[src/rtl/cr1_pkg.sv]
`default_nettype none

package cr1_pkg;

   // Request command codes.
   typedef enum logic [1:0] {
      CMD_LOAD  = 2'd0,
      CMD_CLOCK = 2'd1,
      CMD_LOOK  = 2'd2,
      CMD_NONE  = 2'd3
   } cmd_type;

   // Controller states.
   typedef enum logic [1:0] {
      ST_IDLE,
      ST_CLOCK,
      ST_LOOK,
      ST_DONE
   } state_type;

   // Commands from the controller to the datapath.
   typedef struct packed {
      logic       capture;       // request accepted this cycle
      logic       load_key;      // fill the live halves from the key
      logic       start_look;    // copy live halves into the scratch LFSR
      logic       step_live;     // step the live LFSR with the next input bit
      logic       step_scratch;  // step the scratch LFSR with zero input
      logic       check_bit;     // this scratch step gives the parity bit of a byte
      logic [4:0] bit_idx;       // position of this step's keystream bit
      logic       emit;          // move the finished result into the output register
   } dp_cmd_type;

   localparam int HALF_W = 24;
   localparam int KEY_W  = 48;
   localparam int WORD_W = 32;
   localparam logic [5:0] MAX_BITS = 6'd32;
   localparam logic [3:0] PARITY_PHASE = 4'd8;

   localparam logic [HALF_W-1:0] TAPS_ODD  = 24'h29CE5C;
   localparam logic [HALF_W-1:0] TAPS_EVEN = 24'h870804;

   // Nonlinear filter tables: two 4-input layers and the 5-input output layer.
   localparam logic [15:0] FILT_A = 16'hF22C;
   localparam logic [15:0] FILT_B = 16'hD938;
   localparam logic [31:0] FILT_C = 32'hEC57E80A;

   // Keystream bit produced by the current odd half.
   function automatic logic ks_filter(input logic [HALF_W-1:0] x);
      logic [4:0] f;
      f = {FILT_A[x[3:0]], FILT_B[x[7:4]], FILT_A[x[11:8]], FILT_A[x[15:12]],
           FILT_B[x[19:16]]};
      return FILT_C[f];
   endfunction

   // Odd cells of the LFSR as loaded from the key (bytes are bit-reversed).
   function automatic logic [HALF_W-1:0] key_odd_half(input logic [KEY_W-1:0] key);
      logic [HALF_W-1:0] r;
      for (int m = 0; m < HALF_W; m++) begin
         r[m] = key[(2 * m) ^ 7];
      end
      return r;
   endfunction

   // Even cells of the LFSR as loaded from the key.
   function automatic logic [HALF_W-1:0] key_even_half(input logic [KEY_W-1:0] key);
      logic [HALF_W-1:0] r;
      for (int m = 0; m < HALF_W; m++) begin
         r[m] = key[(2 * m + 1) ^ 7];
      end
      return r;
   endfunction

endpackage

`default_nettype wire

[src/rtl/crypto1_keystream_cipher_core.sv]
`default_nettype none

// Crypto-1 keystream generator with a 48-bit LFSR held as odd and even halves.
// Requests are handled one at a time through a single LFSR step unit that does
// one step per clock: load and unused commands take no steps, clocking n bits
// (n saturated to 32) steps the live LFSR once per bit, and a parity lookahead
// steps the scratch LFSR over each byte's 8 bits and parity bit. The result
// sits in an output register, so the next request is accepted while it waits.
// The key is written through the APB port at byte address 0 and read back
// there; load copies it to the LFSR; lookahead never disturbs the live state.
module crypto1_keystream_cipher_core (
   input  wire logic        clock,
   input  wire logic        reset,
   // Request channel.
   input  wire logic        req_tvalid,
   output logic             req_tready,
   // command[1:0], data_in[33:2], bit_count[39:34], byte_count[47:40]
   input  wire logic [47:0] req_tdata,
   // input_is_encrypted[0]
   input  wire logic [0:0]  req_tuser,
   // Response channel.
   output logic             rsp_tvalid,
   input  wire logic        rsp_tready,
   // keystream[31:0], parity_ok[32], zero[39:33]
   output logic [39:0]      rsp_tdata,
   // Configuration port.
   input  wire logic        csr_psel,
   input  wire logic        csr_penable,
   input  wire logic        csr_pwrite,
   input  wire logic [3:0]  csr_paddr,
   input  wire logic [63:0] csr_pwdata,
   output logic [63:0]      csr_prdata,
   output logic             csr_pready
);
   import cr1_pkg::*;

   logic [KEY_W-1:0]  key_ff, key_in;
   dp_cmd_type        dp_cmd;
   logic [WORD_W-1:0] keystream;
   logic              parity_ok;
   logic              key_sel;

   // Key register: the only register, at byte address 0.
   assign key_sel    = (csr_paddr[3] == 1'b0);
   assign csr_pready = 1'b1;

   always_comb begin
      key_in = key_ff;
      if (csr_psel && csr_penable && csr_pwrite && csr_pready && key_sel) begin
         key_in = csr_pwdata[KEY_W-1:0];
      end
   end

   always_ff @(posedge clock) begin
      if (reset) begin
         key_ff <= '0;
      end else begin
         key_ff <= key_in;
      end
   end

   assign csr_prdata = key_sel ? {16'd0, key_ff} : 64'd0;

   cr1_ctrl u_ctrl (
      .clock          (clock),
      .reset          (reset),
      .req_valid      (req_tvalid),
      .req_ready      (req_tready),
      .req_cmd        (cmd_type'(req_tdata[1:0])),
      .req_bit_count  (req_tdata[39:34]),
      .req_byte_count (req_tdata[47:40]),
      .rsp_valid      (rsp_tvalid),
      .rsp_ready      (rsp_tready),
      .dp_cmd         (dp_cmd)
   );

   cr1_dp u_dp (
      .clock              (clock),
      .reset              (reset),
      .cmd                (dp_cmd),
      .cipher_key         (key_ff),
      .data_in            (req_tdata[33:2]),
      .input_is_encrypted (req_tuser[0]),
      .keystream          (keystream),
      .parity_ok          (parity_ok)
   );

   assign rsp_tdata = {7'd0, parity_ok, keystream};

endmodule

`default_nettype wire

[src/rtl/cr1_dp.sv]
`default_nettype none

module cr1_dp (
   input  wire logic                        clock,
   input  wire logic                        reset,
   input  wire cr1_pkg::dp_cmd_type         cmd,
   input  wire logic [cr1_pkg::KEY_W-1:0]   cipher_key,
   input  wire logic [cr1_pkg::WORD_W-1:0]  data_in,
   input  wire logic                        input_is_encrypted,
   output logic      [cr1_pkg::WORD_W-1:0]  keystream,
   output logic                             parity_ok
);
   import cr1_pkg::*;

   logic [HALF_W-1:0] odd_ff, odd_in, even_ff, even_in;
   logic [HALF_W-1:0] scr_odd_ff, scr_odd_in, scr_even_ff, scr_even_in;
   logic [WORD_W-1:0] din_ff, din_in;
   logic              enc_ff, enc_in;
   logic [WORD_W-1:0] ks_ff, ks_in;
   logic              acc_ff, acc_in;
   logic              ok_ff, ok_in;
   logic [WORD_W-1:0] out_ks_ff, out_ks_in;
   logic              out_ok_ff, out_ok_in;

   logic [HALF_W-1:0] src_odd, src_even, new_odd;
   logic              step_ks, step_fb, step_bit, step_enc;

   // Shared step unit: one LFSR step on the live or the scratch register.
   always_comb begin
      src_odd  = cmd.step_scratch ? scr_odd_ff : odd_ff;
      src_even = cmd.step_scratch ? scr_even_ff : even_ff;
      step_bit = cmd.step_live & din_ff[0];
      step_enc = cmd.step_live & enc_ff;
      step_ks  = ks_filter(src_odd);
      step_fb  = (^((src_odd & TAPS_ODD) ^ (src_even & TAPS_EVEN))) ^ step_bit ^
                 (step_ks & step_enc);
      new_odd  = {src_even[HALF_W-2:0], step_fb};
   end

   // Next values of the LFSR halves.
   always_comb begin
      odd_in      = odd_ff;
      even_in     = even_ff;
      scr_odd_in  = scr_odd_ff;
      scr_even_in = scr_even_ff;
      if (cmd.load_key) begin
         odd_in  = key_odd_half(cipher_key);
         even_in = key_even_half(cipher_key);
      end else if (cmd.step_live) begin
         odd_in  = new_odd;
         even_in = odd_ff;
      end
      if (cmd.start_look) begin
         scr_odd_in  = odd_ff;
         scr_even_in = even_ff;
      end else if (cmd.step_scratch) begin
         scr_odd_in  = new_odd;
         scr_even_in = scr_odd_ff;
      end
   end

   // Request operands, keystream word and byte parity check.
   always_comb begin
      din_in = din_ff;
      enc_in = enc_ff;
      ks_in  = ks_ff;
      acc_in = acc_ff;
      ok_in  = ok_ff;
      if (cmd.capture) begin
         din_in = data_in;
         enc_in = input_is_encrypted;
         ks_in  = '0;
         acc_in = 1'b0;
         ok_in  = cmd.start_look;
      end
      if (cmd.step_live) begin
         din_in              = {1'b0, din_ff[WORD_W-1:1]};
         ks_in[cmd.bit_idx]  = step_ks;
      end
      if (cmd.step_scratch) begin
         if (cmd.check_bit) begin
            if ((acc_ff ^ 1'b1) != step_ks) begin
               ok_in = 1'b0;
            end
            acc_in = 1'b0;
         end else begin
            acc_in = acc_ff ^ step_ks;
         end
      end
   end

   // Output register.
   always_comb begin
      out_ks_in = out_ks_ff;
      out_ok_in = out_ok_ff;
      if (cmd.emit) begin
         out_ks_in = ks_ff;
         out_ok_in = ok_ff;
      end
   end

   always_ff @(posedge clock) begin
      if (reset) begin
         odd_ff  <= '0;
         even_ff <= '0;
      end else begin
         odd_ff  <= odd_in;
         even_ff <= even_in;
      end
   end

   always_ff @(posedge clock) begin
      scr_odd_ff  <= scr_odd_in;
      scr_even_ff <= scr_even_in;
      din_ff      <= din_in;
      enc_ff      <= enc_in;
      ks_ff       <= ks_in;
      acc_ff      <= acc_in;
      ok_ff       <= ok_in;
      out_ks_ff   <= out_ks_in;
      out_ok_ff   <= out_ok_in;
   end

   assign keystream = out_ks_ff;
   assign parity_ok = out_ok_ff;

endmodule

`default_nettype wire

[src/rtl/cr1_ctrl.sv]
`default_nettype none

module cr1_ctrl (
   input  wire logic                clock,
   input  wire logic                reset,
   input  wire logic                req_valid,
   output logic                     req_ready,
   input  wire cr1_pkg::cmd_type    req_cmd,
   input  wire logic [5:0]          req_bit_count,
   input  wire logic [7:0]          req_byte_count,
   output logic                     rsp_valid,
   input  wire logic                rsp_ready,
   output cr1_pkg::dp_cmd_type      dp_cmd
);
   import cr1_pkg::*;

   state_type  state_ff, state_in;
   logic [5:0] rem_ff, rem_in;
   logic [4:0] idx_ff, idx_in;
   logic [7:0] bytes_ff, bytes_in;
   logic [3:0] phase_ff, phase_in;
   logic       rsp_valid_ff, rsp_valid_in;

   logic       accept;
   logic       slot_free;
   logic [5:0] bits_sat;

   assign accept    = req_valid & req_ready;
   assign slot_free = ~rsp_valid_ff | rsp_ready;
   assign bits_sat  = (req_bit_count > MAX_BITS) ? MAX_BITS : req_bit_count;

   // Next state.
   always_comb begin
      state_in = state_ff;
      unique case (state_ff)
         ST_IDLE: begin
            if (req_valid) begin
               unique case (req_cmd)
                  CMD_CLOCK: state_in = (bits_sat == 6'd0) ? ST_DONE : ST_CLOCK;
                  CMD_LOOK:  state_in = (req_byte_count == 8'd0) ? ST_DONE : ST_LOOK;
                  default:   state_in = ST_DONE;
               endcase
            end
         end
         ST_CLOCK: begin
            if (rem_ff == 6'd1) begin
               state_in = ST_DONE;
            end
         end
         ST_LOOK: begin
            if (bytes_ff == 8'd1 && phase_ff == PARITY_PHASE) begin
               state_in = ST_DONE;
            end
         end
         ST_DONE: begin
            if (slot_free) begin
               state_in = ST_IDLE;
            end
         end
         default: state_in = ST_IDLE;
      endcase
   end

   // Outputs toward the handshake and the datapath.
   always_comb begin
      req_ready           = (state_ff == ST_IDLE);
      dp_cmd              = '0;
      dp_cmd.capture      = accept;
      dp_cmd.load_key     = accept && (req_cmd == CMD_LOAD);
      dp_cmd.start_look   = accept && (req_cmd == CMD_LOOK);
      dp_cmd.step_live    = (state_ff == ST_CLOCK);
      dp_cmd.step_scratch = (state_ff == ST_LOOK);
      dp_cmd.check_bit    = (phase_ff == PARITY_PHASE);
      dp_cmd.bit_idx      = idx_ff;
      dp_cmd.emit         = (state_ff == ST_DONE) && slot_free;
   end

   // Step counters.
   always_comb begin
      rem_in   = rem_ff;
      idx_in   = idx_ff;
      bytes_in = bytes_ff;
      phase_in = phase_ff;
      if (accept) begin
         rem_in   = bits_sat;
         idx_in   = 5'd0;
         bytes_in = req_byte_count;
         phase_in = 4'd0;
      end else if (state_ff == ST_CLOCK) begin
         rem_in = rem_ff - 6'd1;
         idx_in = idx_ff + 5'd1;
      end else if (state_ff == ST_LOOK) begin
         if (phase_ff == PARITY_PHASE) begin
            phase_in = 4'd0;
            bytes_in = bytes_ff - 8'd1;
         end else begin
            phase_in = phase_ff + 4'd1;
         end
      end
   end

   // Result valid flag.
   always_comb begin
      rsp_valid_in = rsp_valid_ff;
      if (dp_cmd.emit) begin
         rsp_valid_in = 1'b1;
      end else if (rsp_ready) begin
         rsp_valid_in = 1'b0;
      end
   end

   always_ff @(posedge clock) begin
      if (reset) begin
         state_ff     <= ST_IDLE;
         rem_ff       <= '0;
         idx_ff       <= '0;
         bytes_ff     <= '0;
         phase_ff     <= '0;
         rsp_valid_ff <= 1'b0;
      end else begin
         state_ff     <= state_in;
         rem_ff       <= rem_in;
         idx_ff       <= idx_in;
         bytes_ff     <= bytes_in;
         phase_ff     <= phase_in;
         rsp_valid_ff <= rsp_valid_in;
      end
   end

   assign rsp_valid = rsp_valid_ff;

`ifndef SYNTH
   // While bits are being clocked, at least one step remains.
   a_clock_rem: assert property (@(posedge clock) disable iff (reset)
      state_ff == ST_CLOCK |-> rem_ff != 6'd0)
      else $error("clocking with no steps left");

   // The lookahead phase never passes the parity bit of a byte.
   a_look_phase: assert property (@(posedge clock) disable iff (reset)
      state_ff == ST_LOOK |-> phase_ff <= PARITY_PHASE && bytes_ff != 8'd0)
      else $error("lookahead counters out of range");

   // A new result only appears out of the finishing state.
   a_emit_src: assert property (@(posedge clock) disable iff (reset)
      $rose(rsp_valid_ff) |-> $past(state_ff) == ST_DONE)
      else $error("result raised outside the finishing state");

   // An accepted request always leaves the idle state.
   a_accept_busy: assert property (@(posedge clock) disable iff (reset)
      accept |=> state_ff != ST_IDLE)
      else $error("request accepted without starting work");
`endif

endmodule

`default_nettype wire
[config.mk]
export PLATFORM = sky130hd
export DESIGN_NAME = crypto1_keystream_cipher_core
export DESIGN_NICKNAME = d
export VERILOG_FILES = /design/src/rtl/cr1_pkg.sv /design/src/rtl/crypto1_keystream_cipher_core.sv /design/src/rtl/cr1_dp.sv /design/src/rtl/cr1_ctrl.sv
export SDC_FILE = /design/constraint.sdc
export NUM_CORES = 1
export LEC_CHECK = 0
export BUFFER_PORTS_ARGS = -buffer_cell sky130_fd_sc_hd__buf_4
export CELL_PAD_IN_SITES_DETAIL_PLACEMENT = 1
export CELL_PAD_IN_SITES_GLOBAL_PLACEMENT = 2
export CORE_ASPECT_RATIO = 0.75
export CORE_MARGIN = 2
export CORE_UTILIZATION = 38
export CTS_BUF_LIST = sky130_fd_sc_hd__clkbuf_8 sky130_fd_sc_hd__clkbuf_16
export DETAILED_ROUTE_END_ITERATION = 12
export GPL_TIMING_DRIVEN = 0
export PLACE_DENSITY_LB_ADDON = 0.3
export SYNTH_ARGS = -nofsm -noshare
export SYNTH_HDL_FRONTEND = slang
export SYNTH_SLANG_ARGS = --single-unit
[constraint.sdc]
create_clock -name clock -period 6.5 [get_ports clock]
set_input_delay 0.975 -clock clock [delete_from_list [all_inputs] [get_ports clock]]
set_output_delay 0.975 -clock clock [all_outputs]
set_load 0.01 [all_outputs]
==> results.md <==
- Outcome: finished, final reports clean
- FP Rows: 57
- Crit path DAT: 5.34 ns
- ANT nets after route: 0
- Critical setup path kind: reg -> reg
- Wirelength per Cell: 19.6 microns
- Synth async-reset ratio: 0%
- Initial Util: between 30% and 40%
- Leak Pwr: 5.94 nW
- RePlAce Congestion: about 0.8
- CTS tree: yes
- Slew at the pin closest to its max-slew limit: 0.988 ns
- Core area: 0.0325 sq mm
- CP max stage delay: 0.60 ns
- DRT Pass-1 Iters: 4
- Max rail drop VDD: ~0.00018 V
- Vias per std cell: 5.15
- Nets@finish: 1611
- Crit path launch type: flop
- Syn_area_per_cell: 10.3 sq um
- Relative slew slack: between 30% and 40%
- Final Skew: 0.0148 ns
- Cell internal pwr: 4.26 mW
- Final count of pins violating max slew: 0
- Sw power: 2.42 mW
- Fin util: 48.0%
- Hold buffers post-CTS: 0
- Vias in the first global route: between 10000 and 15000
- Hold crit path type: reg -> reg
- Final setup fails: 0
- Synth Flop Type: dfxtp_1
- Layout cells sized above 1: 22.7%
- Ys Warns: 0
- Fin Setup TNS: 0 ns
- Yosys top cell area share: 27.2%
- Sequential share of power: 36.9%
- Layout area overhead: 23.8%
- Gate power share: 38.4%
- Non-Filler Instances: 1928
- Cell taking the most area after synthesis: edfxtp_1
- DP Cell Count: 1875
- Yosys reg bits: 270
- Top cells by area, synth: edfxtp_1 (27%), dfxtp_1 (25%), mux2_2 (5.3%), mux2i_1 (4.6%), a21oi_1 (4.4%)
- Worst-path clk slew: 0.06 ns
- Final min period: 5.04 ns
- Largest net degree at the start of global routing: 34
- Post-synth EDFFs: 114
- Clock share of power: 24.7%
- DR iter-0 viols: 486
- Power per cell area: about 430 mW/mm^2
- Post-route DRC: 0
- PostCTS Resize Cnt: 0
- Detailed Route WL: about 38000 microns
- Root buffer cell: clkbuf_16
- Max-Cap Viols: 0
- Gr ovfl total: 0
- Initial antenna violation count: 0
- Detailed Place HPWL: 27800 microns
- Slowest stage cell, crit path: clkbuf_1
- Cells after synthesis: between 1000 and 1500
- RSZ-0062 raised after global routing: no
- Post-CTS Setup Inserts: 0
- Clock buffer depth: 3
- Routed vias: 9928
- R2R setup slack: 1.46 ns
- I/O pin count: 231
- Fmax: 0.199 GHz
- Die H: between 150 and 200 microns
- Most common library cells after synthesis: dfxtp_1 (156), nand2_1 (134), nor2_1 (131), edfxtp_1 (114), a21oi_1 (111)
- Synth Cell Area: 0.0126 sq mm
- Sequential-to-total area share from yosys stat: 51.9%
- Ant diodes: 0
- Crit-path max FO: 10
- Crit-path cells: inv_1 -> ha_1 -> buf_6 -> buf_4 -> buf_2 -> buf_2 -> clkbuf_1 -> mux2_2 -> ha_1 -> inv_1 -> mux4_2 -> a211oi_2 -> a2111o_1 -> nand4_1 -> xnor2_1 -> mux2_2
- Tot GR Track Use: 21.6%
- Final hold violations: 0
- # clock sinks: 270
- Switch share: 36.3%
- CTS buffer count: 29
- Cell with the most instances after synthesis: dfxtp_1
- WHS: between 0.4 and 0.5 ns
- CP required: 6.81 ns
- Clk_lat worst skew: 0.55 ns
- Worst setup EP type: flop
- Netlist cell types: 64
- Global-route wire length before repair: 58900 microns
- Die area: 0.0347 sq mm
- Number of I/O port buffers: 186
- Final worst path period share: 77.5%
- Overall die width: 214 microns
- Htree depth: 1
==> per-stage QoR <==
stage	instance area [sq um]	power [mW]	setup WS [ns]
6_report	15600	6.68	1.46
5_1_grt	15600	7.08	1.25
3_3_place_gp	14600	4.97	1.57
4_1_cts	15600	6.72	1.46
2_1_floorplan	12700	4.27	2.55
3_5_place_dp	14700	5.05	1.47
==> sequential cells by signal, summed over array words and instances (netlist names), 2 cells and up <==
signal            count
u_dp.ks_ff           32
u_dp.odd_ff          24
u_dp.din_ff          32
u_ctrl.idx_ff         5
u_dp.even_ff         24
key_ff               48
u_dp.scr_odd_ff      24
u_dp.scr_even_ff     24
u_ctrl.phase_ff       4
u_ctrl.rem_ff         6
u_ctrl.bytes_ff       8
u_dp.keystream       32
u_ctrl.state_ff       2
==> critical path, delay by kind of cell (launching register included) <==
family / cells / cell delay [ns]
AO/OA/AOI/OAI: 2 / 0.39
XOR/XNOR: 1 / 0.22
buffers and inverters: 7 / 1.94
flip-flops: 1 / 0.34
multiplexers: 3 / 1.25
adder cells (fa/ha/maj): 2 / 0.46
AND/OR/NAND/NOR: 1 / 0.18
==> cells by family after synthesis <==
kind of cell / count (synthesis) / synth area share (%)
AND/OR/NAND/NOR: 366 / 13.1
flip-flops: 270 / 51.9
AO/OA/AOI/OAI: 264 / 14.1
buffers and inverters: 138 / 5.05
multiplexers: 122 / 10.7
XOR/XNOR: 38 / 2.75
adder cells (fa/ha/maj): 23 / 2.28
other: 2 / 0.0596
==> final cells by class <==
| cell class | count | area, sq um |
|---|---|---|
| fill | 3684 | 16900 |
| sequential | 270 | 6550 |
| multi-input combinational | 837 | 5510 |
| timing repair buffer | 188 | 1430 |
| clock buffer | 29 | 726 |
| buffer | 116 | 554 |
| tap | 442 | 553 |
| clock inverter | 24 | 203 |
| inverter | 22 | 82.6 |
==> cell usage in the layout (no fill, tap or decap), drive strengths merged, types with 6 or more instances in the layout <==
cell type / n
inv: 29
nor2: 131
clkinv: 13
xor2: 15
a21oi: 111
conb: 24
nand2b: 12
ha: 23
mux2: 60
buf: 234
clkbuf: 99
or3b: 6
edfxtp: 114
o31ai: 23
a211oi: 53
o311ai: 8
mux2i: 59
nand2: 135
nor2b: 50
dfxtp: 156
o41ai: 8
o211ai: 25
o21ai: 8
xnor2: 22
==> power by group through the flow <==
stage	registers, mW	logic (mW)	clock network (mW)
2_1_floorplan	2.43	1.84	0
3_3_place_gp	2.50	2.47	0
3_5_place_dp	2.50	2.56	0
4_1_cts	2.46	2.57	1.68
5_1_grt	2.51	2.82	1.75
6_report	2.47	2.56	1.65
==> path summary, 6_finish.rpt <==
path,from,to,cells after the start
hold / removal,u_dp.ks_ff[18]$_DFF_P_,u_dp.keystream[18]$_DFFE_PP_,0
hold reg to reg,u_dp.ks_ff[18]$_DFF_P_,u_dp.keystream[18]$_DFFE_PP_,0
setup reg to reg,u_ctrl.state_ff[0]$_SDFFE_PP0P_,u_dp.scr_odd_ff[0]$_DFFE_PP_,16
setup / recovery,u_ctrl.state_ff[0]$_SDFFE_PP0P_,u_dp.scr_odd_ff[0]$_DFFE_PP_,16
==> layer usage <==
metal / GRT usage [%] / wire (microns)
met1: 32.2 / 18900
met2: 33.0 / 16500
met3: 3.75 / 1750
met4: 3.91 / 563
met5: 0 / 0
(Power assumes the default switching activity.)
